[src/rtl/assert_macros.svh]
// assertion macros used by the top-level rtl file
`ifndef ASSERT_MACROS_SVH
`define ASSERT_MACROS_SVH

// property must hold at every clock edge outside reset
`define ASSERT_HOLDS(label, prop, msg) \
    label: assert property (@(posedge i_clk) disable iff (!i_rst_n) prop) \
        else $error(msg);

// condition must never be seen outside reset
`define ASSERT_NEVER(label, expr, msg) \
    `ASSERT_HOLDS(label, !(expr), msg)

`endif

[src/rtl/caci_pkg.sv]
// shared types and constants of the charge integrator
`timescale 1ns / 1ps
`default_nettype none

package caci_pkg;

    localparam int unsigned DVD_W  = 32;
    localparam int unsigned DSR_W  = 19;
    localparam int unsigned STEP_W = 6;

    localparam logic [9:0]        MAX_WINDOW_TICKS = 10'd1000;
    localparam logic [9:0]        MIN_WINDOW_TICKS = 10'd1;
    localparam logic [9:0]        RECIP_NUMERATOR  = 10'd1000;
    localparam logic [DSR_W-1:0]  CHARGE_SCALE     = 19'd360;
    localparam logic [STEP_W-1:0] STEPS_FULL       = 6'd32;
    localparam logic [STEP_W-1:0] STEPS_RECIP      = 6'd10;

    localparam logic [9:0] TPR_RESET  = 10'd100;
    localparam logic [7:0] BIAS_RESET = 8'sd5;

    typedef enum logic [0:0] {
        CFG_TICKS_PER_REPORT = 1'b0,
        CFG_SAMPLE_BIAS      = 1'b1
    } t_cfg_idx;

    typedef struct packed {
        logic              start;
        logic [STEP_W-1:0] steps;
    } t_div_ctl;

    typedef struct packed {
        logic busy;
        logic done;
    } t_div_stat;

endpackage

`default_nettype wire

[src/rtl/caci_sdiv.sv]
// bit-serial restoring divider, one quotient bit per cycle
`timescale 1ns / 1ps
`default_nettype none

module caci_sdiv
    import caci_pkg::*;
(
    input  wire logic             i_clk,
    input  wire logic             i_rst_n,
    input  wire t_div_ctl         i_ctl,
    input  wire logic [DVD_W-1:0] i_dividend,
    input  wire logic [DSR_W-1:0] i_divisor,
    output t_div_stat             o_stat,
    output logic      [DVD_W-1:0] o_quotient
);

    logic [DSR_W:0]    r_rem;
    logic [DVD_W-1:0]  r_dvd;
    logic [DVD_W-1:0]  r_quo;
    logic [DSR_W-1:0]  r_dsr;
    logic [STEP_W-1:0] r_cnt;
    logic              r_busy;
    logic              r_done;

    logic [DSR_W:0] w_shift;
    logic           w_ge;

    assign w_shift = {r_rem[DSR_W-1:0], r_dvd[DVD_W-1]};
    assign w_ge    = (w_shift >= {1'b0, r_dsr});

    // control
    always_ff @(posedge i_clk) begin
        if (!i_rst_n) begin
            r_busy <= 1'b0;
            r_done <= 1'b0;
        end else begin
            r_done <= 1'b0;
            if (i_ctl.start) begin
                r_busy <= 1'b1;
            end else if (r_busy && (r_cnt == STEP_W'(1))) begin
                r_busy <= 1'b0;
                r_done <= 1'b1;
            end
        end
    end

    // datapath
    always_ff @(posedge i_clk) begin
        if (i_ctl.start) begin
            r_rem <= '0;
            r_dvd <= i_dividend;
            r_quo <= '0;
            r_dsr <= i_divisor;
            r_cnt <= i_ctl.steps;
        end else if (r_busy) begin
            r_rem <= w_ge ? (w_shift - {1'b0, r_dsr}) : w_shift;
            r_dvd <= {r_dvd[DVD_W-2:0], 1'b0};
            r_quo <= {r_quo[DVD_W-2:0], w_ge};
            r_cnt <= r_cnt - STEP_W'(1);
        end
    end

    assign o_stat.busy = r_busy;
    assign o_stat.done = r_done;
    assign o_quotient  = r_quo;

endmodule

`default_nettype wire

[src/rtl/current_average_charge_integrator.sv]
// top level of the current averaging and charge integration block
`timescale 1ns / 1ps
`default_nettype none
`include "assert_macros.svh"

// One beat per tick. A plain tick adds sample plus bias into the window sum
// through a one-bit serial adder, and the next beat waits until the add is
// done. A tick that closes a report window then runs three divisions on one
// shared bit-serial divider (1000 by the window length, window sum by sample
// count, charge total by the scale), one quotient bit per cycle. A finished
// result waits in the output register while the next beat is accepted; a clear
// beat zeroes the elapsed time and charge total and leaves the block idle.

module current_average_charge_integrator
    import caci_pkg::*;
(
    input  wire logic        i_clk,
    input  wire logic        i_rst_n,
    input  wire logic        i_cfg_we,
    input  wire logic [0:0]  i_cfg_index,
    input  wire logic [9:0]  i_cfg_wdata,
    input  wire logic        i_in_valid,
    output logic             o_in_stall,
    input  wire logic signed [15:0] i_current_sample,
    input  wire logic        i_clear_totals,
    output logic             o_out_valid,
    input  wire logic        i_out_stall,
    output logic      [31:0] o_elapsed_ms,
    output logic signed [16:0] o_average_current,
    output logic signed [31:0] o_charge_hundredths_mah
);

    typedef enum logic [9:0] {
        ST_IDLE   = 10'b0000000001,
        ST_ADD    = 10'b0000000010,
        ST_RECIP  = 10'b0000000100,
        ST_RECIPW = 10'b0000001000,
        ST_AVG    = 10'b0000010000,
        ST_AVGW   = 10'b0000100000,
        ST_CHG    = 10'b0001000000,
        ST_CDIV   = 10'b0010000000,
        ST_CDIVW  = 10'b0100000000,
        ST_EMIT   = 10'b1000000000
    } t_state;

    t_state r_state, n_state;

    logic [9:0]        r_tpr;
    logic signed [7:0] r_bias;
    logic [9:0]        r_win_ticks;
    logic [9:0]        r_count;
    logic [31:0]       r_elapsed;
    logic [31:0]       r_win_sum;
    logic signed [31:0] r_charge;
    logic              r_due;
    logic [15:0]       r_ser_smp;
    logic [7:0]        r_ser_bias;
    logic [1:0]        r_carry;
    logic [4:0]        r_bit;
    logic [DSR_W-1:0]  r_scale;
    logic              r_avg_neg;
    logic              r_chg_neg;
    logic signed [32:0] r_avg;

    logic              r_out_valid;
    logic [31:0]       r_out_elapsed;
    logic [16:0]       r_out_avg;
    logic [31:0]       r_out_chg;

    logic [9:0]        w_eff_win;
    logic              w_accept;
    logic [9:0]        w_next_ticks;
    logic              w_next_due;
    logic [2:0]        w_bitsum;
    logic signed [33:0] w_tot;
    logic [31:0]       w_tot_sat;
    logic              w_out_free;
    logic [DVD_W-1:0]  w_quo;

    t_div_ctl          w_div_ctl;
    t_div_stat         w_div_stat;
    logic [DVD_W-1:0]  w_dividend;
    logic [DSR_W-1:0]  w_divisor;

    caci_sdiv u_sdiv (
        .i_clk      (i_clk),
        .i_rst_n    (i_rst_n),
        .i_ctl      (w_div_ctl),
        .i_dividend (w_dividend),
        .i_divisor  (w_divisor),
        .o_stat     (w_div_stat),
        .o_quotient (w_quo)
    );

    // window length limited to the supported range
    always_comb begin
        if (r_tpr == '0) begin
            w_eff_win = MIN_WINDOW_TICKS;
        end else if (r_tpr > MAX_WINDOW_TICKS) begin
            w_eff_win = MAX_WINDOW_TICKS;
        end else begin
            w_eff_win = r_tpr;
        end
    end

    assign o_in_stall   = (r_state != ST_IDLE);
    assign w_accept     = i_in_valid && !o_in_stall;
    assign w_next_ticks = r_win_ticks + 10'd1;
    assign w_next_due   = (w_next_ticks >= w_eff_win);
    assign w_out_free   = !r_out_valid || !i_out_stall;

    assign w_bitsum = {2'b0, r_win_sum[0]} + {2'b0, r_ser_smp[0]}
                    + {2'b0, r_ser_bias[0]} + {1'b0, r_carry};

    assign w_tot = {{2{r_charge[31]}}, r_charge} + {r_avg[32], r_avg};

    always_comb begin
        if (w_tot[33:31] == 3'b000 || w_tot[33:31] == 3'b111) begin
            w_tot_sat = w_tot[31:0];
        end else begin
            w_tot_sat = w_tot[33] ? 32'h8000_0000 : 32'h7FFF_FFFF;
        end
    end

    // divider launch and operand select
    always_comb begin
        w_div_ctl.start = 1'b0;
        w_div_ctl.steps = STEPS_FULL;
        w_dividend      = '0;
        w_divisor       = '0;
        unique case (r_state)
            ST_RECIP: begin
                w_div_ctl.start = 1'b1;
                w_div_ctl.steps = STEPS_RECIP;
                w_dividend      = {RECIP_NUMERATOR, {(DVD_W-10){1'b0}}};
                w_divisor       = {{(DSR_W-10){1'b0}}, w_eff_win};
            end
            ST_AVG: begin
                w_div_ctl.start = 1'b1;
                w_dividend      = r_win_sum[31] ? (32'd0 - r_win_sum) : r_win_sum;
                w_divisor       = {{(DSR_W-10){1'b0}}, r_count};
            end
            ST_CDIV: begin
                w_div_ctl.start = 1'b1;
                w_dividend      = r_charge[31] ? (32'd0 - r_charge) : r_charge;
                w_divisor       = r_scale;
            end
            ST_IDLE, ST_ADD, ST_RECIPW, ST_AVGW, ST_CHG, ST_CDIVW, ST_EMIT: begin
            end
            default: begin
            end
        endcase
    end

    // sequencer
    always_comb begin
        n_state = r_state;
        unique case (r_state)
            ST_IDLE:   if (w_accept && !i_clear_totals) n_state = ST_ADD;
            ST_ADD:    if (r_bit == 5'd31) n_state = r_due ? ST_RECIP : ST_IDLE;
            ST_RECIP:  n_state = ST_RECIPW;
            ST_RECIPW: if (w_div_stat.done) n_state = ST_AVG;
            ST_AVG:    n_state = ST_AVGW;
            ST_AVGW:   if (w_div_stat.done) n_state = ST_CHG;
            ST_CHG:    n_state = ST_CDIV;
            ST_CDIV:   n_state = ST_CDIVW;
            ST_CDIVW:  if (w_div_stat.done) n_state = ST_EMIT;
            ST_EMIT:   if (w_out_free) n_state = ST_IDLE;
            default:   n_state = ST_IDLE;
        endcase
    end

    // control registers
    always_ff @(posedge i_clk) begin
        if (!i_rst_n) begin
            r_state     <= ST_IDLE;
            r_tpr       <= TPR_RESET;
            r_bias      <= BIAS_RESET;
            r_win_ticks <= '0;
            r_elapsed   <= '0;
            r_win_sum   <= '0;
            r_charge    <= '0;
            r_out_valid <= 1'b0;
        end else begin
            r_state <= n_state;

            if (i_cfg_we) begin
                unique case (t_cfg_idx'(i_cfg_index))
                    CFG_TICKS_PER_REPORT: r_tpr  <= i_cfg_wdata;
                    CFG_SAMPLE_BIAS:      r_bias <= i_cfg_wdata[7:0];
                endcase
            end

            if (w_accept) begin
                if (i_clear_totals) begin
                    r_elapsed <= '0;
                    r_charge  <= '0;
                end else begin
                    r_elapsed   <= r_elapsed + 32'd1;
                    r_win_ticks <= w_next_due ? 10'd0 : w_next_ticks;
                end
            end

            // serial accumulate, lsb first
            if (r_state == ST_ADD) begin
                r_win_sum <= {w_bitsum[0], r_win_sum[31:1]};
            end else if (r_state == ST_AVG) begin
                r_win_sum <= '0;
            end

            if (r_state == ST_CHG) begin
                r_charge <= w_tot_sat;
            end

            if (r_state == ST_EMIT && w_out_free) begin
                r_out_valid <= 1'b1;
            end else if (!i_out_stall) begin
                r_out_valid <= 1'b0;
            end
        end
    end

    // payload registers
    always_ff @(posedge i_clk) begin
        if (w_accept && !i_clear_totals) begin
            r_ser_smp  <= i_current_sample;
            r_ser_bias <= r_bias;
            r_carry    <= 2'd0;
            r_bit      <= 5'd0;
            r_due      <= w_next_due;
            r_count    <= w_next_ticks;
        end else if (r_state == ST_ADD) begin
            r_ser_smp  <= {r_ser_smp[15], r_ser_smp[15:1]};
            r_ser_bias <= {r_ser_bias[7], r_ser_bias[7:1]};
            r_carry    <= w_bitsum[2:1];
            r_bit      <= r_bit + 5'd1;
        end

        if (r_state == ST_AVG) begin
            r_scale   <= w_quo[DSR_W-1:0] * CHARGE_SCALE;
            r_avg_neg <= r_win_sum[31];
        end

        if (r_state == ST_AVGW && w_div_stat.done) begin
            r_avg <= r_avg_neg ? (33'sd0 - $signed({1'b0, w_quo}))
                               : $signed({1'b0, w_quo});
        end

        if (r_state == ST_CDIV) begin
            r_chg_neg <= r_charge[31];
        end

        if (r_state == ST_EMIT && w_out_free) begin
            r_out_elapsed <= r_elapsed;
            r_out_avg     <= r_avg[16:0];
            r_out_chg     <= r_chg_neg ? (32'd0 - w_quo) : w_quo;
        end
    end

    assign o_out_valid             = r_out_valid;
    assign o_elapsed_ms            = r_out_elapsed;
    assign o_average_current       = $signed(r_out_avg);
    assign o_charge_hundredths_mah = $signed(r_out_chg);

    `ASSERT_HOLDS(a_ticks_in_window,
        (w_accept && !i_clear_totals) |=> (r_win_ticks < $past(w_eff_win)),
        "window tick count reached window length")
    `ASSERT_NEVER(a_div_overlap,
        w_div_ctl.start && w_div_stat.busy,
        "divider launched while busy")
    `ASSERT_HOLDS(a_out_from_emit,
        $rose(o_out_valid) |-> $past(r_state == ST_EMIT),
        "result shown without emit")
    `ASSERT_NEVER(a_avg_zero_count,
        (r_state == ST_AVG) && (r_count == 10'd0),
        "average over zero samples")

endmodule

`default_nettype wire
[config.mk]
export PLATFORM = sky130hd
export DESIGN_NAME = current_average_charge_integrator
export DESIGN_NICKNAME = d
export VERILOG_FILES = /design/src/rtl/caci_pkg.sv /design/src/rtl/caci_sdiv.sv /design/src/rtl/current_average_charge_integrator.sv
export VERILOG_INCLUDE_DIRS = /design/src /design/src/rtl
export SDC_FILE = /design/constraint.sdc
export NUM_CORES = 1
export LEC_CHECK = 0
export ABC_AREA = 1
export CAP_MARGIN = 10
export CORE_ASPECT_RATIO = 1.4
export CORE_UTILIZATION = 47
export DETAILED_ROUTE_END_ITERATION = 8
export DONT_BUFFER_PORTS = 1
export PLACE_DENSITY = 0.64
export SLEW_MARGIN = 20
export SYNTH_ARGS = -nofsm -noshare
export SYNTH_HDL_FRONTEND = slang
export SYNTH_SLANG_ARGS = --single-unit
[constraint.sdc]
create_clock -name i_clk -period 16.6 [get_ports i_clk]
set_input_delay 2.49 -clock i_clk [delete_from_list [all_inputs] [get_ports i_clk]]
set_output_delay 2.49 -clock i_clk [all_outputs]
set_load 0.01 [all_outputs]
==> results.toml <==
[sta]
rsz0062_at_grt = "no"
setup_violations = 0
fin_crit_sh = 0.295
hold_viol = 0
slew_headroom = 0.280
slew_violations = 0
tightest_slew_ns = 1.08
fin_crit_ns = 4.90
fmax_mhz = 204
setup_tns_ns = 0
clock_skew_ns = 0.0229

[logic_synthesis]
synthArstFlopShare = 0
synth_edf_count = 224
syn_nets = 3177
synth.ff_latch_count = 419
avgSynthCellArea_sq_um = 8.09
synth_ff_type = "edfxtp_1"
synth_seq_area_share = 0.435
synthCells = 3019
synth_area_sq_mm = 0.0244
yosys_warnings = 0
ys_types = 65

[drt]
num_vias = 19863
drc = 0
drt-pass1-iter-count = 6
via_per_inst = 5.41
drtIter0Drc = 1329
drt_wl_total_mm = 60.9
final_antenna_net_count = 0
wl_per_cell_um = 16.6

[setup_path]
r2r-end = "r_ser_smp[1]"
arrival_ns = 5.09
start_kind = "input port"
slowest_stage = "nand2_1"
critPathRequiredTime_ns = 16.78
rr_worst_depth = 9
crit_chain = "inv_1, nor2_4, inv_1, nor2_4, clkinv_1, nand2_1"
startpoint = "i_in_valid"
critPathMaxStageDelay_ns = 0.95
worstPathMaxFanout = 27
critPathCaptureType = "flip-flop"
r2r_start = "r_state[6]"
crit_type = "input port to flip-flop"
regToRegSetupSlack_ns = 12.49

[worst_hold_path]
holdPathStages = 0
worstHoldStart = "r_elapsed[31]"
hold_end = "o_elapsed_ms[31]"
hp-class = "flip-flop to flip-flop"

[cts]
cts_buffer_depth = 3
cts_tree = "built"
path_clk_slew_ns = 0.06
h-tree-depth = 2
hold_buffers = 0
clock-sinks = 419
cts_resized = 0
cts_setup_buffers = 0
cts-root-buf = "clkbuf_16"
cts_buffers = 41
clk_latency_ns = 0.57

[power_and_ir_drop]
leakage_nw = 11.0
p_per_area_mw_per_mm2 = 164
peakVddDrop_v = 0.000181

[die]
die_w_um = 195
rows = 98
ios = 116
die_h_um = 272
start_util = 0.477
coreArea_sq_mm = 0.0511
die_area_sq_mm = 0.0529

[global_routing]
grt_max_degree = 91
grt_overflow_total = 0
grt_use_total = 0.232
antenna_found_initial = 0
grt_pass1_wl_mm = 99.4
grt_pass1_vias = 19301

[placement]
io_buffers = 0
place_congestion = 0.975
hpwlAfterDp_mm = 45.5

[finish]
antenna_cells = 0
drive_gt1_frac = 0.0817
syn_to_final_growth_pct = 8.10
nNetsFinal = 3147
final_util = 0.516

[flow_run]
drv_cap = 0

[outcome]
outcome = "completed"
-- sequential cells by signal, summed over array words and instances, names as in the netlist, 5 cells and up --
| register | flops |
|---|---|
| o_average_current | 17 |
| o_charge_hundredths_mah | 32 |
| o_elapsed_ms | 32 |
| r_avg | 33 |
| r_bias | 8 |
| r_bit | 5 |
| r_charge | 32 |
| r_count | 10 |
| r_elapsed | 32 |
| r_scale | 16 |
| r_ser_bias | 8 |
| r_ser_smp | 16 |
| r_state | 10 |
| r_tpr | 10 |
| r_win_sum | 32 |
| r_win_ticks | 10 |
| u_sdiv.o_quotient | 32 |
| u_sdiv.r_cnt | 6 |
| u_sdiv.r_dsr | 19 |
| u_sdiv.r_dvd | 32 |
| u_sdiv.r_rem | 19 |
-- metal layers --
metal | share of wire | track usage | wire length [um] | vias to the layer above
met2 | 0.49 | 0.409 | 30100 | 474
met4 | 0.039 | 0.0948 | 2360 | 0
met3 | 0.041 | 0.0235 | 2480 | 127
li1 | - | - | - | 10030
met5 | 0 | 0 | 0 | -
met1 | 0.43 | 0.288 | 25900 | 9232
-- through the flow --
step	instances	setup WS, ns	power [mW]	hold WS, ns	area, sq um
2_1_floorplan	3019	0.581	2.97	0.429	24400
3_3_place_gp	3595	10.65	3.29	0.442	24900
3_5_place_dp	3595	10.51	3.35	0.455	24900
4_1_cts	3671	11.07	4.35	0.479	26400
5_1_grt	3672	11.41	4.67	0.504	26400
6_report	3672	11.70	4.33	0.473	26400
-- worst max-delay path: cells and delay by family --
family	cells	cell delay [ns]
AND/OR/NAND/NOR	3	1.64
buffers and inverters	3	0.94
-- where the power goes --
part	switching [mW]	leakage [nW]	internal, mW
Clock	0.420	0.689	0.560
Sequential	0.121	3.56	1.33
Combinational	1.16	6.74	0.732
-- cell usage after synthesis (46+ instances only) --
cell type | instances | area share
a21oi_1 | 177 | 0.036
clkbuf_1 | 48 | 0.0074
dfxtp_1 | 195 | 0.16
edfxtp_1 | 224 | 0.28
ha_1 | 100 | 0.051
inv_1 | 359 | 0.055
nand2_1 | 712 | 0.11
nand3_1 | 179 | 0.037
nor2_1 | 244 | 0.038
nor3_1 | 58 | 0.012
o21ai_0 | 161 | 0.033
xnor2_1 | 46 | 0.017
xor2_1 | 70 | 0.025
-- cell type report --
type	count	area, sq um
Clock buffer	48	1140
Clock inverter	28	292
Fill cell	4745	24700
Inverter	387	1450
Multi-Input combinational cell	2120	11900
Sequential cell	419	10600
Tap cell	650	813
Timing Repair Buffer	20	170
-- worst max path at each step --
stage | to | slack, ns | cells past startpoint
floorplan | o_average_current[0] | 0.58 | 1
global placement | r_ser_smp[11] | 10.65 | 6
detailed placement | r_ser_smp[11] | 10.51 | 6
CTS | r_ser_smp[0] | 11.07 | 6
global route | r_ser_smp[1] | 11.41 | 6
finish | r_ser_smp[1] | 11.70 | 6
-- logic make-up after synthesis --
kind of cell,synth area share
AO/OA/AOI/OAI,0.121
buffers and inverters,0.0785
adder cells (fa/ha/maj),0.0718
XOR/XNOR,0.0416
flip-flops,0.435
AND/OR/NAND/NOR,0.252
-- cell usage in the layout, fill, tap and decap left out, drive strengths merged, types with 11 or more instances in the layout --
cell type	instances
a31oi	14
clkbuf	48
nand4	34
nor2	268
nand2	749
xor2	70
nor3	74
fa	25
clkinv	21
nand3	193
ha	100
xnor2	46
or2	11
o211ai	33
nor4	23
o21ai	175
a21oi	195
edfxtp	224
buf	20
inv	385
dfxtp	195
o22ai	41
Power figures use the tool's default switching activity.
